[config.mk]
export PLATFORM = sky130hd
export DESIGN_NAME = simt_reconvergence_stack
export DESIGN_NICKNAME = d
export VERILOG_FILES = /design/src/rtl/core/simt_rs_pkg.sv /design/src/rtl/core/simt_reconvergence_stack.sv
export SDC_FILE = /design/constraint.sdc
export NUM_CORES = 2
export LEC_CHECK = 0
export BUFFER_PORTS_ARGS = -buffer_cell sky130_fd_sc_hd__buf_2
export CORE_MARGIN = 2
export CORE_UTILIZATION = 45
export DETAILED_ROUTE_END_ITERATION = 16
export RECOVER_POWER = 100
export SYNTH_ARGS = -nofsm -noshare
export SYNTH_HDL_FRONTEND = slang
export SYNTH_SLANG_ARGS = --single-unit
[constraint.sdc]
create_clock -name clk -period 11.05 [get_ports clk]
set_clock_uncertainty 0.15 [all_clocks]
set_input_delay 1.6575 -clock clk [delete_from_list [all_inputs] [get_ports clk]]
set_output_delay 1.6575 -clock clk [all_outputs]
set_load 0.02 [all_outputs]
[src/rtl/core/simt_rs_pkg.sv]
// ---------------------------------------------------------------------------
// simt_rs_pkg
// shared constants for the warp reconvergence stack
// ---------------------------------------------------------------------------
`timescale 1ns / 1ps
package simt_rs_pkg;
    localparam int STACK_DEPTH = 16;
    localparam int WARP_LANES  = 32;
    localparam int IDX_W       = $clog2(STACK_DEPTH);
    localparam int CNT_W       = $clog2(STACK_DEPTH + 1);

    localparam logic [2:0] OP_PUSH       = 3'd0;
    localparam logic [2:0] OP_POP_AT     = 3'd1;
    localparam logic [2:0] OP_POP_BTW    = 3'd2;
    localparam logic [2:0] OP_LANE_MASK  = 3'd3;
    localparam logic [2:0] OP_CHK_BREAK  = 3'd4;
    localparam logic [2:0] OP_CHK_CONT   = 3'd5;
    localparam logic [2:0] OP_CHK_CALL   = 3'd6;

    localparam logic [2:0] KIND_BRANCH = 3'd1;
    localparam logic [2:0] KIND_CALL   = 3'd2;
    localparam logic [2:0] KIND_BREAK  = 3'd3;
    localparam logic [2:0] KIND_CONT   = 3'd4;

    localparam logic [1:0] MK_BREAK = 2'd0;
    localparam logic [1:0] MK_CONT  = 2'd1;
    localparam logic [1:0] MK_EXIT  = 2'd2;

    localparam logic [2:0] ERR_OK       = 3'd0;
    localparam logic [2:0] ERR_FULL     = 3'd1;
    localparam logic [2:0] ERR_DUP      = 3'd2;
    localparam logic [2:0] ERR_MASK     = 3'd3;
    localparam logic [2:0] ERR_NO_BREAK = 3'd4;
    localparam logic [2:0] ERR_CONT     = 3'd5;
endpackage

[src/rtl/core/simt_reconvergence_stack.sv]
// ---------------------------------------------------------------------------
// simt_reconvergence_stack
// warp divergence stack walked one entry per cycle by a small sequencer
// ---------------------------------------------------------------------------
// channel  | handshake      | fields
// command  | start / busy   | op pc bound_pc mask_in kind lane mask_kind
// result   | done           | found mask_out addr_out error
//
// after a command the sequencer passes through a read state, a walk state that
// visits each live entry, a finish state, and then raises the result strobe;
// on an empty stack the read and walk states are skipped
// busy stays high through the strobe cycle, so the next command is taken after it
// reset clears the sequencer and the entry count; entries beyond it are never used
// results cannot be stalled: done is a one-cycle strobe
`timescale 1ns / 1ps
module simt_reconvergence_stack (
    input  logic        clk,
    input  logic        rst_n,
    input  logic        start,
    output logic        busy,
    input  logic [2:0]  op,
    input  logic [31:0] pc,
    input  logic [31:0] bound_pc,
    input  logic [31:0] mask_in,
    input  logic [2:0]  kind,
    input  logic [4:0]  lane,
    input  logic [1:0]  mask_kind,
    output logic        done,
    output logic        found,
    output logic [31:0] mask_out,
    output logic [31:0] addr_out,
    output logic [2:0]  error
);
    import simt_rs_pkg::*;

    localparam logic [1:0] ST_IDLE = 2'd0;
    localparam logic [1:0] ST_RD   = 2'd1;
    localparam logic [1:0] ST_WALK = 2'd2;
    localparam logic [1:0] ST_FIN  = 2'd3;

    logic [31:0] mem_pc   [STACK_DEPTH];
    logic [31:0] mem_mask [STACK_DEPTH];
    logic [2:0]  mem_kind [STACK_DEPTH];

    logic [1:0]       state_reg, state_next;
    logic [CNT_W-1:0] count_reg, count_next;
    logic [CNT_W-1:0] pos_reg, pos_next;   // entries still to visit
    logic [CNT_W-1:0] wr_reg, wr_next;     // compaction write pointer
    logic [2:0]  op_reg;
    logic [31:0] a_reg, b_reg, min_reg;
    logic [2:0]  kind_reg;
    logic [31:0] bit_reg;
    logic [31:0] pmask_reg;
    logic [1:0]  mk_reg;
    logic        stop_reg, stop_next;
    logic        f1_reg, f1_next, f2_reg, f2_next, bad_reg, bad_next;
    logic [4:0]  dup_reg, dup_next;
    logic [31:0] acc_reg, acc_next, brk_reg, brk_next, cnt_reg, cnt_next;
    logic [31:0] ad_reg, ad_next;
    logic [31:0] rpc_reg, rmask_reg;
    logic [2:0]  rkind_reg;
    logic [IDX_W-1:0] ridx_reg, rd_idx;
    logic        we;
    logic [IDX_W-1:0] w_idx;
    logic [31:0] w_pc, w_mask;
    logic [2:0]  w_kind;
    logic        o_found;
    logic [31:0] o_mask, o_addr;
    logic [2:0]  o_err;
    logic        sel, bottom_up;

    assign busy = (state_reg != ST_IDLE) | done;
    // compaction, call search and the push duplicate scan go bottom up, the rest top down
    assign bottom_up = (op_reg == OP_POP_AT) || (op_reg == OP_POP_BTW)
        || (op_reg == OP_CHK_CALL) || (op_reg == OP_PUSH);
    assign sel = (op_reg == OP_POP_AT) ? (rpc_reg == a_reg)
        : ((rpc_reg > min_reg) && (rpc_reg < b_reg));

    always_comb
    begin
        if (state_reg == ST_IDLE)
            rd_idx = '0;
        else if (bottom_up)
            rd_idx = IDX_W'(count_reg - pos_reg);
        else
            rd_idx = IDX_W'(pos_reg - 1'b1);
    end

    always_ff @(posedge clk)
    begin
        if (we)
        begin
            mem_pc[w_idx]   <= w_pc;
            mem_mask[w_idx] <= w_mask;
            mem_kind[w_idx] <= w_kind;
        end
        rpc_reg   <= mem_pc[rd_idx];
        rmask_reg <= mem_mask[rd_idx];
        rkind_reg <= mem_kind[rd_idx];
        ridx_reg  <= rd_idx;
    end

    always_ff @(posedge clk)
    begin
        if (start && !busy)
        begin
            op_reg    <= op;
            a_reg     <= pc;
            b_reg     <= (pc < bound_pc) ? bound_pc : pc;
            min_reg   <= (pc < bound_pc) ? pc : bound_pc;
            kind_reg  <= kind;
            bit_reg   <= (32'(lane) < 32'(WARP_LANES)) ? (32'd1 << lane) : 32'd0;
            mk_reg    <= mask_kind;
            pmask_reg <= mask_in;
        end
        if (state_next == ST_FIN || state_reg == ST_FIN)
        begin
            found    <= o_found;
            mask_out <= o_mask;
            addr_out <= o_addr;
            error    <= o_err;
        end
        f1_reg  <= f1_next;
        f2_reg  <= f2_next;
        bad_reg <= bad_next;
        dup_reg <= dup_next;
        acc_reg <= acc_next;
        brk_reg <= brk_next;
        cnt_reg <= cnt_next;
        ad_reg  <= ad_next;
        stop_reg <= stop_next;
    end

    always_comb
    begin
        state_next = state_reg;
        count_next = count_reg;
        pos_next = pos_reg;
        wr_next = wr_reg;
        stop_next = stop_reg;
        f1_next = f1_reg; f2_next = f2_reg; bad_next = bad_reg;
        dup_next = dup_reg;
        acc_next = acc_reg; brk_next = brk_reg; cnt_next = cnt_reg;
        ad_next = ad_reg;
        we = 1'b0; w_idx = ridx_reg; w_pc = rpc_reg; w_mask = rmask_reg;
        w_kind = rkind_reg;
        o_found = 1'b0; o_mask = '0; o_addr = '0; o_err = ERR_OK;
        case (state_reg)
            ST_IDLE:
            begin
                if (start && !busy)
                begin
                    pos_next = count_reg;
                    wr_next = '0;
                    stop_next = 1'b0;
                    f1_next = 1'b0; f2_next = 1'b0; bad_next = 1'b0;
                    dup_next = (kind == KIND_BRANCH || kind == KIND_CALL) ? 5'd0 : 5'd1;
                    acc_next = '0; brk_next = '0; cnt_next = '0; ad_next = '0;
                    state_next = (count_reg == '0) ? ST_FIN : ST_RD;
                end
            end
            ST_RD:
            begin
                // memory read of first entry in flight
                pos_next = pos_reg - 1'b1;
                state_next = ST_WALK;
            end
            ST_WALK:
            begin
                if (!stop_reg)
                begin
                    case (op_reg)
                        OP_PUSH:
                        begin
                            if (rpc_reg == a_reg && rkind_reg != KIND_BRANCH
                                && rkind_reg != KIND_CALL && dup_reg != 5'd2)
                                dup_next = dup_reg + 5'd1;
                        end
                        OP_POP_AT, OP_POP_BTW:
                        begin
                            if (sel)
                            begin
                                acc_next = acc_reg | rmask_reg;
                                f1_next = 1'b1;
                            end
                            else
                            begin
                                we = 1'b1;
                                w_idx = IDX_W'(wr_reg);
                                wr_next = wr_reg + 1'b1;
                            end
                        end
                        OP_LANE_MASK:
                        begin
                            if (mk_reg == MK_BREAK && rkind_reg == KIND_BREAK)
                            begin
                                f1_next = 1'b1; stop_next = 1'b1;
                            end
                            else if (mk_reg == MK_CONT && rkind_reg == KIND_CONT)
                            begin
                                we = 1'b1; w_mask = rmask_reg | bit_reg;
                                f1_next = 1'b1; stop_next = 1'b1;
                            end
                            else
                            begin
                                we = 1'b1; w_mask = rmask_reg & ~bit_reg;
                            end
                        end
                        OP_CHK_BREAK:
                        begin
                            if (rkind_reg == KIND_BREAK)
                            begin
                                f1_next = 1'b1; stop_next = 1'b1;
                                f2_next = (rmask_reg & acc_reg) == '0;
                                ad_next = rpc_reg;
                            end
                            else
                                acc_next = acc_reg | rmask_reg;
                        end
                        OP_CHK_CONT:
                        begin
                            if (rkind_reg == KIND_CONT)
                            begin
                                if (f1_reg)
                                begin
                                    bad_next = 1'b1; stop_next = 1'b1;
                                end
                                else
                                begin
                                    f1_next = 1'b1; cnt_next = rmask_reg;
                                    ad_next = rpc_reg;
                                    acc_next = acc_reg | rmask_reg;
                                end
                            end
                            else if (rkind_reg == KIND_BREAK)
                            begin
                                brk_next = rmask_reg; f2_next = 1'b1;
                                stop_next = 1'b1;
                            end
                            else
                                acc_next = acc_reg | rmask_reg;
                        end
                        OP_CHK_CALL:
                        begin
                            if (rkind_reg == KIND_CALL)
                            begin
                                f1_next = 1'b1; stop_next = 1'b1;
                                acc_next = rmask_reg; ad_next = rpc_reg;
                            end
                        end
                        default: ;
                    endcase
                end
                if (pos_reg == '0)
                    state_next = ST_FIN;
                else
                    pos_next = pos_reg - 1'b1;
            end
            ST_FIN:
            begin
                state_next = ST_IDLE;
                case (op_reg)
                    OP_PUSH:
                    begin
                        if (count_reg >= CNT_W'(STACK_DEPTH))
                            o_err = ERR_FULL;
                        else if (dup_reg >= 5'd2)
                            o_err = ERR_DUP;
                        else
                        begin
                            we = 1'b1; w_idx = IDX_W'(count_reg);
                            w_pc = a_reg; w_mask = pmask_reg; w_kind = kind_reg;
                            count_next = count_reg + 1'b1;
                        end
                    end
                    OP_POP_AT, OP_POP_BTW:
                    begin
                        o_found = f1_reg;
                        o_mask = (op_reg == OP_POP_AT) ? acc_reg : '0;
                        count_next = wr_reg;
                    end
                    OP_LANE_MASK:
                        o_err = (!f1_reg && mk_reg != MK_EXIT) ? ERR_MASK : ERR_OK;
                    OP_CHK_BREAK:
                    begin
                        o_found = f2_reg; o_addr = ad_reg;
                        o_err = f1_reg ? ERR_OK : ERR_NO_BREAK;
                    end
                    OP_CHK_CONT:
                    begin
                        if (bad_reg || !f1_reg || !f2_reg)
                            o_err = ERR_CONT;
                        else
                        begin
                            o_found = (((~acc_reg & brk_reg) ^ cnt_reg) == brk_reg);
                            o_addr = ad_reg;
                        end
                    end
                    OP_CHK_CALL:
                    begin
                        o_found = f1_reg; o_mask = acc_reg; o_addr = ad_reg;
                    end
                    default: ;
                endcase
            end
            default: state_next = ST_IDLE;
        endcase
    end

    always_ff @(posedge clk or negedge rst_n)
    begin
        if (!rst_n)
        begin
            state_reg <= ST_IDLE;
            count_reg <= '0;
            pos_reg   <= '0;
            wr_reg    <= '0;
            done      <= 1'b0;
        end
        else
        begin
            state_reg <= state_next;
            count_reg <= count_next;
            pos_reg   <= pos_next;
            wr_reg    <= wr_next;
            done      <= (state_reg == ST_FIN);
        end
    end

    a_count: assert property (@(posedge clk) disable iff (!rst_n)
        count_reg <= CNT_W'(STACK_DEPTH)) else $error("count overflow");
    a_done_once: assert property (@(posedge clk) disable iff (!rst_n)
        done |=> !done) else $error("double strobe");
    a_busy_done: assert property (@(posedge clk) disable iff (!rst_n)
        (state_reg == ST_FIN) |=> done) else $error("missing strobe");
    a_idle_count: assert property (@(posedge clk) disable iff (!rst_n)
        (state_reg == ST_IDLE && !(start && !busy)) |=> $stable(count_reg))
        else $error("count moved while idle");
endmodule
==> results.json <==
{
  "grt_pass1_wl_microns": 244000,
  "die_area_sq_um": 145000,
  "cts-htree-levels": 4,
  "via_count": 40400,
  "worst_setup_path_start_kind": "flop",
  "synthFlopType": "edfxtp_1",
  "io_buffers": 181,
  "clock_sinks": 1534,
  "async_flop_share": 0.0117,
  "avgViaCountPerCell": 5.65,
  "ff_latch_area_sq_um": 45300,
  "max_slew_margin": -1.96,
  "syn_area_per_cell_sq_um": 12.8,
  "grt_use_total": 0.219,
  "postLayoutCellArea_sq_um": 71400,
  "synth.largest_area_cell": "edfxtp_1",
  "cts-hold-fix-buffers": 0,
  "max_slew.worst_pin.slew_ps": 4450,
  "path_clk_slew_ps": 60,
  "syn_inst": 5006,
  "syn-cell-area_sq_um": 63900,
  "cellLeakagePower_uw": 0.0252,
  "gr-total-overflow": 0,
  "yosys_warnings": 0,
  "hold_viol_final": 0,
  "yosys.area.top_type_share": 0.679,
  "cts_made_buffers": 159,
  "outcome": "finished, violations left",
  "tns_ps": 0,
  "root_buffer": "clkbuf_16",
  "multi_input_area_sq_um": 16800,
  "coreArea_sq_um": 141000,
  "vdd_ir_drop_max_uv": 384,
  "period_minus_slack_ps": 8060,
  "grt_max_degree": 171,
  "cts_setup_buffers": 0,
  "crit_path_end_kind": "flop",
  "period_share": 0.729,
  "drtIter0Drc": 3784,
  "grt_pass1_vias": 39200,
  "place_area_sq_um": 66800,
  "ctsResizeCount": 0,
  "drv_cap": 27,
  "drv_slew": 993,
  "reg_top3": "mem_mask x512, mem_pc x512, mem_kind x48",
  "start_util": 0.452,
  "syn_nets": 5226,
  "ys_seq_area_frac": 0.709,
  "drc_errors": 0,
  "cts_tree": "yes",
  "hold_class": "flop to flop",
  "gp_congestion": 0.830,
  "ant_nets": 0,
  "clk-insertion-delay-late_ps": 790,
  "rsz0062_at_grt": "no",
  "synth_edf_count": 1445,
  "drt_pass1_iterations": 6,
  "grt_antenna_before_repair": 3,
  "cts_max_path_buffers": 3,
  "wirelength_microns": 161000,
  "area_delta_synth_final_pct": 11.8,
  "synthDistinctLibCells": 75,
  "die_y_microns": 381,
  "crit_chain": "mux2i_1 -> a211o_1 -> clkinvlp_2 -> buf_4 -> a311oi_1 -> a31oi_1 -> a21oi_1",
  "die-width_microns": 381,
  "wire_per_inst_microns": 22.6,
  "fmax_ghz": 0.124,
  "critPathArrivalTime_ps": 8530,
  "io-pin-count": 182,
  "synth.area.top_cells": "edfxtp_1 (68%), nand2_1 (7.7%), a311oi_1 (2.8%)",
  "crit_slowest_cell": "clkinvlp_2",
  "violations": "max-capacitance violations, max-slew violations",
  "synth.ff_latch_count": 1534,
  "nets": 5349,
  "crit_required_ps": 11520,
  "critical_path_class": "flop to flop",
  "nFillCells": 12200,
  "hold_ws_ps": 375,
  "row_count": 138,
  "critical-path-max-stage-delay_ps": 2800,
  "place_hpwl_microns": 91200,
  "power_density_nw_per_um2": 325,
  "cp_max_fo": 71,
  "setup_viol_count_final": 0,
  "drive_above_1_share": 0.0806
}
==> power breakdown <==
group,total (uW),internal (uW),switching [uW]
Clock,5230,3000,2230
Sequential,8860,8320,533
Combinational,9150,2490,6660
==> cell usage in the layout, fill, tap and decap left out, types with 18 or more instances in the layout <==
cell type	netlist	routed
clkinv_2	0	25
a31oi_1	109	109
dfrtp_1	18	18
nor2_1	94	91
nand4_1	28	28
clkbuf_1	211	194
nand2_1	1311	1311
ha_1	107	107
edfxtp_1	1445	1445
and3_1	137	137
nand3_1	297	297
clkinv_1	0	24
a21o_1	19	19
a311oi_1	201	201
clkbuf_16	0	165
and2_1	98	21
buf_2	68	60
buf_4	4	44
o22ai_1	35	35
mux2_2	57	57
a21oi_1	206	203
inv_1	148	148
dfxtp_1	71	71
and2_0	0	77
xor2_1	69	69
o21ai_0	58	59
==> worst paths after layout <==
kind / from / to / slack, ps / cells after the start
hold reg to reg: ad_reg[14]$_SDFFCE_PN0P_ / addr_out[14]$_SDFFCE_PP0P_ / 370 / 1
setup reg to reg: op_reg[1]$_DFFE_PP_ / rmask_reg[30]$_DFF_P_ / 2990 / 7
max in group asynchronous: rst_n / wr_reg[2]$_DFFE_PN0P_ / 9270 / 1
setup / recovery: op_reg[1]$_DFFE_PP_ / rmask_reg[30]$_DFF_P_ / 2990 / 7
min in group asynchronous: rst_n / count_reg[3]$_DFFE_PN0P_ / 870 / 1
hold / removal: ad_reg[14]$_SDFFCE_PN0P_ / addr_out[14]$_SDFFCE_PP0P_ / 370 / 1
==> critical path, delay by kind of cell (launching register included) <==
| family | cells | cell delay, ps |
|---|---|---|
| AOI/OAI and AO/OA | 4 | 1920 |
| buffers and inverters | 2 | 4090 |
| DFF | 1 | 710 |
| muxes | 1 | 910 |
==> cell type report <==
type,count,area share
timing repair buffer,266,0.0185
clock inverter,76,0.00901
tap,1890,0.0331
sequential,1534,0.634
antenna,1,0.0000350
clock buffer,216,0.0623
multi-input combinational,3016,0.235
inverter,152,0.00813
==> cells by family after synthesis <==
group | count (synthesis) | synth area share
AO/OA/AOI/OAI | 695 | 0.0739
buffers and inverters | 456 | 0.0293
flip-flops | 1534 | 0.709
XOR/XNOR | 78 | 0.0107
AND/OR/NAND/NOR | 2059 | 0.143
multiplexers | 76 | 0.0134
adder cells (fa/ha/maj) | 108 | 0.0213
==> synthesized netlist by cell type, types with 4 or more instances <==
cell	count
nand4_1	28
a221oi_1	8
nor3_1	13
a21oi_1	206
buf_1	13
nor4b_1	9
a21o_1	19
and2_1	98
nor2_1	94
mux2_2	57
a22o_1	4
xor2_1	69
mux2_1	7
nor2b_1	6
dfxtp_1	71
buf_6	8
buf_2	68
a22oi_1	9
o21ai_0	58
dfrtp_1	18
inv_1	148
o22ai_1	35
nand3_1	297
mux2i_1	11
a211o_1	7
nand2b_1	9
a31oi_1	109
a311oi_1	201
clkbuf_1	211
nor4_1	15
ha_1	107
buf_4	4
inv_2	4
o211ai_1	6
and3_1	137
nand2_1	1311
nand3b_1	5
or3_1	11
and4_1	6
xnor2_1	9
edfxtp_1	1445
==> stage by stage <==
stage,utilization,instances,setup slack (ps),power (uW)
2_1_floorplan,-,5006,977,14800
3_3_place_gp,0.473,6858,5340,18100
3_5_place_dp,0.473,6858,5320,18200
4_1_cts,0.509,7150,5230,23400
5_1_grt,0.506,7150,2560,24500
6_report,0.506,7151,2990,23200
==> layer usage <==
metal,global-route usage,wire (microns),share of wire
met4,0.0612,3650,0.023
met3,0.0338,10100,0.062
met2,0.348,76000,0.47
met1,0.315,71700,0.44
met5,0,0,0
Power figures use the tool's default switching activity.
